**config.mk**
```make
export PLATFORM = sky130hd
export DESIGN_NAME = liveness_response_table_flat
export DESIGN_NICKNAME = d
export VERILOG_FILES = /design/src/rtl/lrt_pkg.sv /design/src/rtl/lrt_ifs.sv /design/src/rtl/lrt_front.sv /design/src/rtl/lrt_back.sv /design/src/rtl/liveness_response_table.sv /design/src/flat_wrapper.sv
export SDC_FILE = /design/constraint.sdc
export NUM_CORES = 2
export LEC_CHECK = 0
export ABC_AREA = 0
export BUFFER_PORTS_ARGS = -buffer_cell sky130_fd_sc_hd__buf_2
export CORE_UTILIZATION = 40
export CTS_CLUSTER_SIZE = 30
export DETAILED_ROUTE_END_ITERATION = 10
export HOLD_SLACK_MARGIN = 0.1
export MAX_ROUTING_LAYER = met4
export SYNTH_ARGS = -nofsm -noshare
export SYNTH_HDL_FRONTEND = slang
export SYNTH_HIERARCHICAL = 1
export SYNTH_SLANG_ARGS = --single-unit
```
**constraint.sdc**
```tcl
create_clock -name clk -period 10.3 [get_ports clk]
set_clock_uncertainty 0.2 [all_clocks]
set_input_delay 2.06 -clock clk [delete_from_list [all_inputs] [get_ports clk]]
set_output_delay 2.06 -clock clk [all_outputs]
set_load 0.05 [all_outputs]
```
**src/rtl/lrt_pkg.sv**
```systemverilog
// Shared types and constants for the liveness response table.
`timescale 1ns / 1ps

package lrt_pkg;

    localparam int LOC_W       = 6;
    localparam int OP_W        = 3;
    localparam int REQ_W       = 2;
    localparam int CNT_W       = 32;
    localparam int MAX_RESULTS = 64;
    localparam int NRES_W      = $clog2(MAX_RESULTS + 1);

    typedef enum logic [OP_W-1:0] {
        OP_UPDATE    = 3'd0,
        OP_SWEEP     = 3'd1,
        OP_RESET_ONE = 3'd2,
        OP_REMOVE    = 3'd3,
        OP_RESET_ALL = 3'd4,
        OP_CLEAR_ALL = 3'd5
    } op_t;

    // Reply codes on the request_kind field
    localparam logic [REQ_W-1:0] REQ_ACK  = 2'd0;
    localparam logic [REQ_W-1:0] REQ_CAND = 2'd1;

    typedef enum logic [1:0] {
        KIND_UNKNOWN = 2'd0,
        KIND_ACK     = 2'd1,
        KIND_CAND    = 2'd2
    } kind_t;

    typedef enum logic [1:0] {
        RES_DONE  = 2'd0,
        RES_FAULT = 2'd1,
        RES_NONE  = 2'd2
    } res_kind_t;

    typedef struct packed {
        op_t              op;
        logic [LOC_W-1:0] loc;
        logic             in_range;
        kind_t            kind;
        logic [CNT_W-1:0] cnt;
    } cmd_t;

    typedef struct packed {
        logic [LOC_W-1:0] loc;
        res_kind_t        kind;
        logic             is_new;
        logic             not_found;
        logic             last;
    } res_t;

endpackage

```
**src/rtl/lrt_ifs.sv**
```systemverilog
// Request and result channel interfaces of the liveness response table.
`timescale 1ns / 1ps

interface lrt_in_if import lrt_pkg::*; ();
    logic             valid;
    logic             ready;
    logic [OP_W-1:0]  operation;
    logic [LOC_W-1:0] location_index;
    logic [REQ_W-1:0] request_kind;
    logic [CNT_W-1:0] round_counter;

    modport source (
        output valid, operation, location_index, request_kind, round_counter,
        input  ready
    );
    modport sink (
        input  valid, operation, location_index, request_kind, round_counter,
        output ready
    );
endinterface

interface lrt_out_if import lrt_pkg::*; ();
    logic             valid;
    logic             ready;
    logic [LOC_W-1:0] location_index_out;
    logic [1:0]       result_kind;
    logic             is_new;
    logic             not_found;
    logic             last;

    modport source (
        output valid, location_index_out, result_kind, is_new, not_found, last,
        input  ready
    );
    modport sink (
        input  valid, location_index_out, result_kind, is_new, not_found, last,
        output ready
    );
endinterface

```
**src/rtl/lrt_front.sv**
```systemverilog
// Front end: accepts request beats, decodes them and queues commands.
`timescale 1ns / 1ps

module lrt_front import lrt_pkg::*; #(
    parameter int NUM_LOCATIONS = 64
) (
    input  logic        clk,
    input  logic        rst_n,
    lrt_in_if.sink      in_ch,
    output logic        cmd_valid,
    output cmd_t        cmd,
    input  logic        cmd_pop
);

    localparam int QDEPTH = 2;

    cmd_t       q_reg [QDEPTH];
    logic       wr_ptr_reg, wr_ptr_next;
    logic       rd_ptr_reg, rd_ptr_next;
    logic [1:0] count_reg, count_next;

    logic op_ok;
    logic accept;
    logic push;
    cmd_t new_cmd;

    always_comb
    begin
        unique case (in_ch.operation) inside
            OP_UPDATE, OP_SWEEP, OP_RESET_ONE, OP_REMOVE, OP_RESET_ALL, OP_CLEAR_ALL:
                op_ok = 1'b1;
            default:
                op_ok = 1'b0;
        endcase
    end

    always_comb
    begin
        new_cmd.op       = op_t'(in_ch.operation);
        new_cmd.loc      = in_ch.location_index;
        new_cmd.in_range = (32'(in_ch.location_index) < 32'(NUM_LOCATIONS));
        new_cmd.cnt      = in_ch.round_counter;
        unique case (in_ch.request_kind)
            REQ_ACK:  new_cmd.kind = KIND_ACK;
            REQ_CAND: new_cmd.kind = KIND_CAND;
            default:  new_cmd.kind = KIND_UNKNOWN;
        endcase
    end

    assign in_ch.ready = (count_reg != 2'(QDEPTH));
    assign accept      = in_ch.valid && in_ch.ready;
    // drop unused operation codes at the door
    assign push        = accept && op_ok;

    assign cmd_valid = (count_reg != 2'd0);
    assign cmd       = q_reg[rd_ptr_reg];

    always_comb
    begin
        wr_ptr_next = push    ? ~wr_ptr_reg : wr_ptr_reg;
        rd_ptr_next = cmd_pop ? ~rd_ptr_reg : rd_ptr_reg;
        count_next  = count_reg + 2'(push) - 2'(cmd_pop);
    end

    always_ff @(posedge clk)
    begin
        if (push)
        begin
            q_reg[wr_ptr_reg] <= new_cmd;
        end
    end

    always_ff @(posedge clk or negedge rst_n)
    begin
        if (!rst_n)
        begin
            wr_ptr_reg <= 1'b0;
            rd_ptr_reg <= 1'b0;
            count_reg  <= 2'd0;
        end
        else
        begin
            wr_ptr_reg <= wr_ptr_next;
            rd_ptr_reg <= rd_ptr_next;
            count_reg  <= count_next;
        end
    end

endmodule

```
**src/rtl/lrt_back.sv**
```systemverilog
// Back end: executes table commands against the entry memory and emits results.
`timescale 1ns / 1ps

module lrt_back import lrt_pkg::*; #(
    parameter int NUM_LOCATIONS = 64,
    parameter int COUNTER_BITS  = 32
) (
    input  logic        clk,
    input  logic        rst_n,
    input  logic        cmd_valid,
    input  cmd_t        cmd,
    output logic        cmd_pop,
    lrt_out_if.source   out_ch
);

    localparam int IDX_W = $clog2(NUM_LOCATIONS);
    localparam int CTR_W = IDX_W + 1;

    typedef enum logic [3:0] {
        ST_IDLE      = 4'b0001,
        ST_SWEEP     = 4'b0010,
        ST_SWEEP_END = 4'b0100,
        ST_WIPE      = 4'b1000
    } state_t;

    // Entry memory
    logic [1:0]              kind_mem [NUM_LOCATIONS];
    logic [COUNTER_BITS-1:0] cnt_mem  [NUM_LOCATIONS];
    logic [1:0]              kind_q;
    logic [COUNTER_BITS-1:0] cnt_q;

    logic                    kind_we, cnt_we, rd_en;
    logic [IDX_W-1:0]        wr_addr, rd_addr;
    logic [1:0]              wr_kind;
    logic [COUNTER_BITS-1:0] wr_cnt;

    state_t                   state_reg, state_next;
    logic [NUM_LOCATIONS-1:0] valid_reg, valid_next;
    logic [CTR_W-1:0]         rd_idx_reg, rd_idx_next;
    logic                     ex_valid_reg, ex_valid_next;
    logic [IDX_W-1:0]         ex_idx_reg, ex_idx_next;
    logic [COUNTER_BITS-1:0]  round_reg, round_next;
    logic [NRES_W-1:0]        nres_reg, nres_next;
    logic                     pend_valid_reg, pend_valid_next;
    logic [IDX_W-1:0]         pend_idx_reg, pend_idx_next;
    logic                     out_valid_reg, out_valid_next;
    res_t                     out_res_reg;

    logic             out_free;
    logic             res_push;
    res_t             res;
    logic [IDX_W-1:0] cmd_idx;
    logic             hit;
    logic             ex_live, ex_unknown, fault, stale, stall;

    assign out_free = !out_valid_reg || out_ch.ready;
    assign cmd_idx  = IDX_W'(cmd.loc);
    assign hit      = cmd.in_range && valid_reg[cmd_idx];

    assign ex_live    = ex_valid_reg && valid_reg[ex_idx_reg];
    assign ex_unknown = (kind_q == KIND_UNKNOWN);
    assign fault      = ex_live && ex_unknown && (nres_reg < NRES_W'(MAX_RESULTS));
    assign stale      = ex_live && !ex_unknown && (cnt_q != round_reg);
    // a new fault pushes the held one out, so it waits for a free output slot
    assign stall      = fault && pend_valid_reg && !out_free;

    always_comb
    begin
        state_next      = state_reg;
        valid_next      = valid_reg;
        rd_idx_next     = rd_idx_reg;
        ex_valid_next   = ex_valid_reg;
        ex_idx_next     = ex_idx_reg;
        round_next      = round_reg;
        nres_next       = nres_reg;
        pend_valid_next = pend_valid_reg;
        pend_idx_next   = pend_idx_reg;
        cmd_pop         = 1'b0;
        res_push        = 1'b0;
        res             = '0;
        kind_we         = 1'b0;
        cnt_we          = 1'b0;
        wr_addr         = cmd_idx;
        wr_kind         = KIND_UNKNOWN;
        wr_cnt          = '0;
        rd_en           = 1'b0;
        rd_addr         = rd_idx_reg[IDX_W-1:0];

        unique case (state_reg)
            ST_IDLE:
            begin
                if (cmd_valid)
                begin
                    case (cmd.op)
                        OP_SWEEP:
                        begin
                            cmd_pop         = 1'b1;
                            rd_idx_next     = '0;
                            ex_valid_next   = 1'b0;
                            nres_next       = '0;
                            pend_valid_next = 1'b0;
                            round_next      = cmd.cnt[COUNTER_BITS-1:0];
                            state_next      = ST_SWEEP;
                        end
                        OP_RESET_ALL:
                        begin
                            cmd_pop     = 1'b1;
                            rd_idx_next = '0;
                            state_next  = ST_WIPE;
                        end
                        default:
                        begin
                            if (out_free)
                            begin
                                cmd_pop  = 1'b1;
                                res_push = 1'b1;
                                res.loc  = cmd.loc;
                                res.kind = RES_DONE;
                                res.last = 1'b1;
                                case (cmd.op)
                                    OP_UPDATE:
                                    begin
                                        if (cmd.in_range)
                                        begin
                                            res.is_new          = !valid_reg[cmd_idx];
                                            valid_next[cmd_idx] = 1'b1;
                                            kind_we             = 1'b1;
                                            cnt_we              = 1'b1;
                                            wr_kind             = cmd.kind;
                                            wr_cnt              = cmd.cnt[COUNTER_BITS-1:0];
                                        end
                                    end
                                    OP_RESET_ONE:
                                    begin
                                        res.not_found = !hit;
                                        kind_we       = hit;
                                        cnt_we        = hit;
                                    end
                                    OP_REMOVE:
                                    begin
                                        if (cmd.in_range)
                                        begin
                                            valid_next[cmd_idx] = 1'b0;
                                        end
                                    end
                                    OP_CLEAR_ALL:
                                    begin
                                        valid_next = '0;
                                        res.loc    = '0;
                                    end
                                    default:
                                    begin
                                        res.loc = cmd.loc;
                                    end
                                endcase
                            end
                        end
                    endcase
                end
            end

            ST_WIPE:
            begin
                // write every entry to unknown; invalid entries are rewritten on update
                kind_we = 1'b1;
                cnt_we  = 1'b1;
                wr_addr = rd_idx_reg[IDX_W-1:0];
                if (rd_idx_reg == CTR_W'(NUM_LOCATIONS - 1))
                begin
                    if (out_free)
                    begin
                        res_push   = 1'b1;
                        res.kind   = RES_DONE;
                        res.last   = 1'b1;
                        state_next = ST_IDLE;
                    end
                end
                else
                begin
                    rd_idx_next = rd_idx_reg + CTR_W'(1);
                end
            end

            ST_SWEEP:
            begin
                if (!stall)
                begin
                    if (fault)
                    begin
                        valid_next[ex_idx_reg] = 1'b0;
                        nres_next              = nres_reg + NRES_W'(1);
                        if (pend_valid_reg)
                        begin
                            res_push = 1'b1;
                            res.loc  = LOC_W'(pend_idx_reg);
                            res.kind = RES_FAULT;
                        end
                        pend_idx_next   = ex_idx_reg;
                        pend_valid_next = 1'b1;
                    end
                    if (stale)
                    begin
                        kind_we = 1'b1;
                        wr_addr = ex_idx_reg;
                    end
                    if (rd_idx_reg != CTR_W'(NUM_LOCATIONS))
                    begin
                        rd_en         = 1'b1;
                        ex_valid_next = 1'b1;
                        ex_idx_next   = rd_idx_reg[IDX_W-1:0];
                        rd_idx_next   = rd_idx_reg + CTR_W'(1);
                    end
                    else
                    begin
                        ex_valid_next = 1'b0;
                        state_next    = ST_SWEEP_END;
                    end
                end
            end

            ST_SWEEP_END:
            begin
                if (out_free)
                begin
                    res_push = 1'b1;
                    res.last = 1'b1;
                    if (pend_valid_reg)
                    begin
                        res.loc  = LOC_W'(pend_idx_reg);
                        res.kind = RES_FAULT;
                    end
                    else
                    begin
                        res.kind = RES_NONE;
                    end
                    pend_valid_next = 1'b0;
                    state_next      = ST_IDLE;
                end
            end

            default:
            begin
                state_next = ST_IDLE;
            end
        endcase
    end

    always_comb
    begin
        if (res_push)
        begin
            out_valid_next = 1'b1;
        end
        else if (out_ch.ready)
        begin
            out_valid_next = 1'b0;
        end
        else
        begin
            out_valid_next = out_valid_reg;
        end
    end

    always_ff @(posedge clk)
    begin
        if (kind_we)
        begin
            kind_mem[wr_addr] <= wr_kind;
        end
        if (cnt_we)
        begin
            cnt_mem[wr_addr] <= wr_cnt;
        end
        if (rd_en)
        begin
            kind_q <= kind_mem[rd_addr];
            cnt_q  <= cnt_mem[rd_addr];
        end
    end

    always_ff @(posedge clk)
    begin
        if (res_push)
        begin
            out_res_reg <= res;
        end
    end

    always_ff @(posedge clk or negedge rst_n)
    begin
        if (!rst_n)
        begin
            state_reg      <= ST_IDLE;
            valid_reg      <= '0;
            rd_idx_reg     <= '0;
            ex_valid_reg   <= 1'b0;
            ex_idx_reg     <= '0;
            round_reg      <= '0;
            nres_reg       <= '0;
            pend_valid_reg <= 1'b0;
            pend_idx_reg   <= '0;
            out_valid_reg  <= 1'b0;
        end
        else
        begin
            state_reg      <= state_next;
            valid_reg      <= valid_next;
            rd_idx_reg     <= rd_idx_next;
            ex_valid_reg   <= ex_valid_next;
            ex_idx_reg     <= ex_idx_next;
            round_reg      <= round_next;
            nres_reg       <= nres_next;
            pend_valid_reg <= pend_valid_next;
            pend_idx_reg   <= pend_idx_next;
            out_valid_reg  <= out_valid_next;
        end
    end

    assign out_ch.valid              = out_valid_reg;
    assign out_ch.location_index_out = out_res_reg.loc;
    assign out_ch.result_kind        = out_res_reg.kind;
    assign out_ch.is_new             = out_res_reg.is_new;
    assign out_ch.not_found          = out_res_reg.not_found;
    assign out_ch.last               = out_res_reg.last;

`ifndef NO_ASSERTIONS
    a_state_onehot: assert property (@(posedge clk) disable iff (!rst_n)
        $onehot(state_reg))
        else $error("back state not one-hot");

    a_idle_no_pending: assert property (@(posedge clk) disable iff (!rst_n)
        (state_reg == ST_IDLE) |-> !pend_valid_reg)
        else $error("held fault left over after sweep");

    a_pending_counted: assert property (@(posedge clk) disable iff (!rst_n)
        pend_valid_reg |-> (nres_reg != '0))
        else $error("held fault without a fault count");

    a_result_bound: assert property (@(posedge clk) disable iff (!rst_n)
        nres_reg <= NRES_W'(MAX_RESULTS))
        else $error("sweep reported too many faults");

    a_ex_in_range: assert property (@(posedge clk) disable iff (!rst_n)
        ex_valid_reg |-> (CTR_W'(ex_idx_reg) < CTR_W'(NUM_LOCATIONS)))
        else $error("sweep examines an entry beyond the table");
`endif

endmodule

```
**src/rtl/liveness_response_table.sv**
```systemverilog
// Top level of the liveness response table.
//
// Usage: requests arrive on in_ch (valid/ready); each accepted beat carries an
// operation, a location index, a reply kind and a round counter. Results
// leave on out_ch (valid/ready); every request with a defined operation code
// gives one or more result beats, the final one flagged by last. Unused
// operation codes are accepted and dropped.
// A request is queued at the accepting edge; when the back end is idle and
// the output register is free, it executes a single-entry operation or
// clear-all and registers the result beat in the output register. Reset-all
// walks the entry memory one entry a cycle, then registers its result beat.
// Sweep reads one entry a cycle through the single memory read port, except
// while a held fault waits for a free output slot; its final beat follows
// the last entry, later when the receiver stalls. The front queue holds two
// requests, so new beats are taken while the back end works.
// Reset clears every valid mark, the queue and the output register; kind and
// counter memories are not cleared and their contents are only used for
// valid entries. A stalled receiver holds the output beat; the back end waits
// when it must emit and the output register is still full.
`timescale 1ns / 1ps

module liveness_response_table import lrt_pkg::*; #(
    parameter int NUM_LOCATIONS = 64,
    parameter int COUNTER_BITS  = 32
) (
    input  logic      clk,
    input  logic      rst_n,
    lrt_in_if.sink    in_ch,
    lrt_out_if.source out_ch
);

    logic cmd_valid;
    logic cmd_pop;
    cmd_t cmd;

    lrt_front #(
        .NUM_LOCATIONS (NUM_LOCATIONS)
    ) u_front (
        .clk       (clk),
        .rst_n     (rst_n),
        .in_ch     (in_ch),
        .cmd_valid (cmd_valid),
        .cmd       (cmd),
        .cmd_pop   (cmd_pop)
    );

    lrt_back #(
        .NUM_LOCATIONS (NUM_LOCATIONS),
        .COUNTER_BITS  (COUNTER_BITS)
    ) u_back (
        .clk       (clk),
        .rst_n     (rst_n),
        .cmd_valid (cmd_valid),
        .cmd       (cmd),
        .cmd_pop   (cmd_pop),
        .out_ch    (out_ch)
    );

endmodule
```
**src/flat_wrapper.sv**
```systemverilog
// flat-port wrapper written by rule: the top's interface ports become plain ports
module liveness_response_table_flat import lrt_pkg::*;
#(
    parameter int NUM_LOCATIONS = 64,
    parameter int COUNTER_BITS  = 32
)
  (clk, rst_n, in_ch_valid, in_ch_operation, in_ch_location_index, in_ch_request_kind, in_ch_round_counter, in_ch_ready, out_ch_valid, out_ch_location_index_out, out_ch_result_kind, out_ch_is_new, out_ch_not_found, out_ch_last, out_ch_ready);
  lrt_in_if in_ch_i ();
  lrt_out_if out_ch_i ();
  input  logic clk;
  input  logic rst_n;
  input wire logic [$bits(in_ch_i.valid)-1:0] in_ch_valid;
  input wire logic [$bits(in_ch_i.operation)-1:0] in_ch_operation;
  input wire logic [$bits(in_ch_i.location_index)-1:0] in_ch_location_index;
  input wire logic [$bits(in_ch_i.request_kind)-1:0] in_ch_request_kind;
  input wire logic [$bits(in_ch_i.round_counter)-1:0] in_ch_round_counter;
  output wire logic [$bits(in_ch_i.ready)-1:0] in_ch_ready;
  output wire logic [$bits(out_ch_i.valid)-1:0] out_ch_valid;
  output wire logic [$bits(out_ch_i.location_index_out)-1:0] out_ch_location_index_out;
  output wire logic [$bits(out_ch_i.result_kind)-1:0] out_ch_result_kind;
  output wire logic [$bits(out_ch_i.is_new)-1:0] out_ch_is_new;
  output wire logic [$bits(out_ch_i.not_found)-1:0] out_ch_not_found;
  output wire logic [$bits(out_ch_i.last)-1:0] out_ch_last;
  input wire logic [$bits(out_ch_i.ready)-1:0] out_ch_ready;
  assign in_ch_i.valid = in_ch_valid;
  assign in_ch_i.operation = in_ch_operation;
  assign in_ch_i.location_index = in_ch_location_index;
  assign in_ch_i.request_kind = in_ch_request_kind;
  assign in_ch_i.round_counter = in_ch_round_counter;
  assign in_ch_ready = in_ch_i.ready;
  assign out_ch_valid = out_ch_i.valid;
  assign out_ch_location_index_out = out_ch_i.location_index_out;
  assign out_ch_result_kind = out_ch_i.result_kind;
  assign out_ch_is_new = out_ch_i.is_new;
  assign out_ch_not_found = out_ch_i.not_found;
  assign out_ch_last = out_ch_i.last;
  assign out_ch_i.ready = out_ch_ready;
  liveness_response_table #(.NUM_LOCATIONS(NUM_LOCATIONS), .COUNTER_BITS(COUNTER_BITS)) u_core (.clk(clk), .rst_n(rst_n), .in_ch(in_ch_i), .out_ch(out_ch_i));
endmodule
```
==> metrics.txt <==
# TYPE chip_impl_metric gauge
chip_impl_info{name="reg2reg_to",value="u_core/u_back/cnt_mem[5][22]"} 1
chip_impl_info{name="ys.flop_type",value="sky130_fd_sc_hd__edfxtp_1"} 1
chip_impl_metric{name="pwr_density_cell",unit="nW/um^2"} 221
chip_impl_metric{name="postSynthCellCount",unit=""} 4643
chip_impl_info{name="run_status",value="complete, no violations"} 1
chip_impl_metric{name="antenna_violations_before_repair",unit=""} 36
chip_impl_metric{name="crit_required",unit="ns"} 10.56
chip_impl_metric{name="fp.dieW",unit="um"} 495
chip_impl_info{name="worstHoldPathType",value="reg2reg"} 1
chip_impl_metric{name="reg2reg_depth",unit=""} 9
chip_impl_metric{name="routedWlPerCell",unit="um"} 28.9
chip_impl_metric{name="worst-endpoint-arrival",unit="ns"} 6.51
chip_impl_metric{name="report.final.slew_viol_count",unit=""} 0
chip_impl_metric{name="layout_min_cycle_time",unit="ns"} 6.25
chip_impl_metric{name="area.growth.synth_to_final",unit="%"} 12.9
chip_impl_metric{name="die_area",unit="um^2"} 245000
chip_impl_metric{name="gr-total-overflow",unit=""} 0
chip_impl_metric{name="synth_seq_cells",unit=""} 2440
chip_impl_metric{name="max-clock-path-buffers",unit=""} 3
chip_impl_metric{name="via_count",unit=""} 47600
chip_impl_metric{name="wire_length_of_the_first_global_routing_pass",unit="um"} 342000
chip_impl_info{name="cts_tree",value="done"} 1
chip_impl_metric{name="worst_slew_pin_slew",unit="ns"} 1.29
chip_impl_info{name="synth.area.top_cells",value="sky130_fd_sc_hd__edfxtp_1, sky130_fd_sc_hd__mux4_2, sky130_fd_sc_hd__dfrtp_1, sky130_fd_sc_hd__a21oi_1, sky130_fd_sc_hd__nand2_1"} 1
chip_impl_metric{name="finalHoldViolations",unit=""} 0
chip_impl_info{name="cell_type_with_the_largest_total_area_after_synthesis",value="sky130_fd_sc_hd__edfxtp_1"} 1
chip_impl_metric{name="layout.nets",unit=""} 4837
chip_impl_info{name="cts-root-buf",value="sky130_fd_sc_hd__clkbuf_16"} 1
chip_impl_info{name="crit_path_start_kind",value="register"} 1
chip_impl_metric{name="grt_max_degree",unit=""} 122
chip_impl_metric{name="power_leakage",unit="nW"} 37.0
chip_impl_metric{name="clk_latency",unit="ns"} 0.88
chip_impl_metric{name="place_hpwl",unit="um"} 140000
chip_impl_metric{name="r2r_setup_slack",unit="ns"} 4.05
chip_impl_info{name="regToRegStartpoint",value="u_core/u_back/ex_idx_reg[0]"} 1
chip_impl_metric{name="h-tree-depth",unit=""} 4
chip_impl_metric{name="flip_flop_count_of_the_largest_register_after_layout",unit=""} 2048
chip_impl_metric{name="number_of_global_route_vias_before_repair",unit=""} 47100
chip_impl_metric{name="finalSetupViolCount",unit=""} 0
chip_impl_metric{name="cts_sinks",unit=""} 2440
chip_impl_metric{name="yosysSeqAreaShare",unit="%"} 74.7
chip_impl_metric{name="fraction_of_registers_with_async_set_or_reset_after_synthesis",unit="%"} 5.45
chip_impl_metric{name="design_power_total",unit="W"} 0.0242
chip_impl_metric{name="drtAntennaViolNets",unit=""} 0
chip_impl_metric{name="groute.usage.overall",unit="%"} 20.0
chip_impl_metric{name="gp_congestion",unit=""} 0.902
chip_impl_metric{name="hold-path-cell-count",unit=""} 2
chip_impl_info{name="criticalPathCategory",value="reg2reg"} 1
chip_impl_info{name="min_from",value="u_core/u_back/round_reg[4]"} 1
chip_impl_metric{name="detail_route.first_pass.iterations",unit=""} 6
chip_impl_metric{name="start_util",unit="%"} 40.3
chip_impl_metric{name="placed_area",unit="um^2"} 102000
chip_impl_metric{name="cts_setup_buffers",unit=""} 0
chip_impl_metric{name="ys_warn_count",unit=""} 6
chip_impl_metric{name="drv.max_cap_violation_count",unit=""} 0
chip_impl_metric{name="peakVddDrop",unit="uV"} 177
chip_impl_metric{name="count_of_pins_on_the_block_boundary",unit=""} 60
chip_impl_metric{name="die_h",unit="um"} 495
chip_impl_metric{name="placeableCoreArea",unit="um^2"} 241000
chip_impl_metric{name="finalInstanceArea",unit="um^2"} 110000
chip_impl_metric{name="syn_avg_cell_area",unit="um^2"} 20.9
chip_impl_metric{name="cts.repair.resized",unit=""} 0
chip_impl_info{name="mostFrequentLayoutCells",value="sky130_fd_sc_hd__edfxtp_1, sky130_fd_sc_hd__mux4_2, sky130_fd_sc_hd__clkbuf_16"} 1
chip_impl_metric{name="final_layout_size_suffix_gt1_share",unit="%"} 29.3
chip_impl_info{name="layout_commonest_cell",value="sky130_fd_sc_hd__edfxtp_1"} 1
chip_impl_metric{name="clkSlewWorstSetupHoldPaths",unit="ns"} 0.06
chip_impl_metric{name="post-route-drc-count",unit=""} 0
chip_impl_metric{name="fp-row-count",unit=""} 180
chip_impl_metric{name="area_of_the_mapped_netlist",unit="um^2"} 97100
chip_impl_info{name="end_kind",value="register"} 1
chip_impl_metric{name="net_count_after_synthesis",unit=""} 4695
chip_impl_metric{name="drt_first_iter_violations",unit=""} 5802
chip_impl_metric{name="ctsHoldBuffers",unit=""} 0
chip_impl_metric{name="yosys.area.top_type_share",unit="%"} 71.3
chip_impl_metric{name="maxSlewHeadroom",unit="%"} 14.3
chip_impl_info{name="grt_setup_unrepaired",value="false"} 1
chip_impl_metric{name="port_buffers",unit=""} 59
chip_impl_metric{name="setup-tns-final",unit="ns"} 0
chip_impl_metric{name="max_clock_freq",unit="MHz"} 160
chip_impl_metric{name="tritoncts.num_buffers",unit=""} 233
chip_impl_info{name="hold-path-endpoint",value="u_core/u_back/round_reg[4]"} 1
chip_impl_metric{name="viasPerCell",unit=""} 5.82
chip_impl_metric{name="synth_enable_flop_cells",unit=""} 2307
chip_impl_metric{name="synth_cell_types",unit=""} 77
chip_impl_metric{name="worstPathMaxFanout",unit=""} 38
chip_impl_metric{name="portion_of_the_clock_cycle_consumed_by_the_worst_path_in_the_final_layout",unit="%"} 60.6
chip_impl_metric{name="wl",unit="um"} 236000
==> how the worst max path moves through the flow <==
stage | from | end | slack (ns) | cells past startpoint
5_1_grt | u_core/u_back/ex_idx_reg[0] | u_core/u_back/cnt_mem[17][13] | 3.73 | 9
2_1_floorplan | out_ch_ready | u_core/u_back/cnt_mem[58][0] | 4.27 | 6
3_3_place_gp | out_ch_ready | u_core/u_back/cnt_mem[5][23] | 3.93 | 7
3_5_place_dp | out_ch_ready | u_core/u_back/cnt_mem[5][19] | 3.89 | 7
6_report | u_core/u_back/ex_idx_reg[0] | u_core/u_back/cnt_mem[5][22] | 4.05 | 9
4_1_cts | u_core/u_back/ex_idx_reg[0] | u_core/u_back/cnt_mem[5][22] | 4.13 | 9
==> cells in the mapped netlist, types with 6 or more instances <==
cell type	count
sky130_fd_sc_hd__edfxtp_1	2307
sky130_fd_sc_hd__mux4_2	717
sky130_fd_sc_hd__nand2_1	211
sky130_fd_sc_hd__a21oi_1	206
sky130_fd_sc_hd__clkbuf_1	192
sky130_fd_sc_hd__dfrtp_1	132
sky130_fd_sc_hd__nor2_1	122
sky130_fd_sc_hd__o21ai_0	89
sky130_fd_sc_hd__buf_1	78
sky130_fd_sc_hd__o31ai_1	72
sky130_fd_sc_hd__nor3_1	48
sky130_fd_sc_hd__and2_1	40
sky130_fd_sc_hd__mux2_4	39
sky130_fd_sc_hd__xnor2_1	39
sky130_fd_sc_hd__inv_1	35
sky130_fd_sc_hd__mux2i_1	29
sky130_fd_sc_hd__nand3_1	20
sky130_fd_sc_hd__mux2_2	19
sky130_fd_sc_hd__and3_1	16
sky130_fd_sc_hd__nand4_1	16
sky130_fd_sc_hd__nor4_1	15
sky130_fd_sc_hd__o32ai_1	15
sky130_fd_sc_hd__buf_2	14
sky130_fd_sc_hd__nand3b_1	13
sky130_fd_sc_hd__nand2b_1	12
sky130_fd_sc_hd__o211ai_1	11
sky130_fd_sc_hd__o22ai_1	11
sky130_fd_sc_hd__a22o_1	7
sky130_fd_sc_hd__nor2b_1	7
sky130_fd_sc_hd__nor3_2	7
sky130_fd_sc_hd__nor3b_1	6
==> logic make-up (layout without fill, tap and decap cells) <==
kind of cell             after synthesis  after routing  synth area share [%]
other                                  1              8               0.00386
flip-flops                          2440           2440                  74.7
AO/OA/AOI/OAI                        463            463                  2.91
buffers and inverters                331            673                  1.40
adder cells (fa/ha/maj)                5              5                0.0644
multiplexers                         804            804                  17.7
XOR/XNOR                              42             42                 0.379
AND/OR/NAND/NOR                      557            557                  2.76
==> metrics by stage <==
stage | setup WS, ns | util (%) | instances | hold slack, ns
2_1_floorplan | 4.27 | - | 4643 | 0.236
3_3_place_gp | 3.93 | 42.3 | 7735 | 0.274
3_5_place_dp | 3.89 | 42.3 | 7735 | 0.284
4_1_cts | 4.13 | 45.5 | 8170 | 0.299
5_1_grt | 3.73 | 45.5 | 8177 | 0.327
6_report | 4.05 | 45.5 | 8177 | 0.295
==> area by class of cell <==
cell class | instances | area, um^2
sequential | 2440 | 72600
tap | 3185 | 3990
fill | 20100 | 131000
timing repair buffer | 202 | 1450
clock buffer | 303 | 6240
clock inverter | 132 | 1410
antenna | 7 | 17.5
multi-input combinational | 1872 | 23800
inverter | 36 | 135
==> where the power goes <==
group	internal, W	switching (W)
logic	0.00169	0.00257
clock network	0.00489	0.00369
registers	0.0111	0.000260
==> critical path: stages (launching register included) <==
cell and delay (ns):
sky130_fd_sc_hd__dfrtp_1 0.56, sky130_fd_sc_hd__buf_4 0.40, sky130_fd_sc_hd__or2_0 0.38, sky130_fd_sc_hd__o211ai_1 0.13
sky130_fd_sc_hd__a221o_1 0.33, sky130_fd_sc_hd__a2111o_1 0.54, sky130_fd_sc_hd__o21a_1 0.47, sky130_fd_sc_hd__a221oi_4 0.68
sky130_fd_sc_hd__nand4_1 0.88, sky130_fd_sc_hd__nor2_4 1.24
==> routing by layer <==
metal | part of all wire [%] | routed length [um] | global-route usage, % | vias to the layer above
met2 | 46 | 110000 | 29.4 | 1820
met1 | 45 | 105000 | 29.2 | 25700
met5 | 0 | 0 | - | -
met3 | 7.2 | 17000 | 3.26 | 321
met4 | 1.8 | 4340 | 4.59 | 0
li1 | - | - | - | 19700
Power figures use the tool's default switching activity.
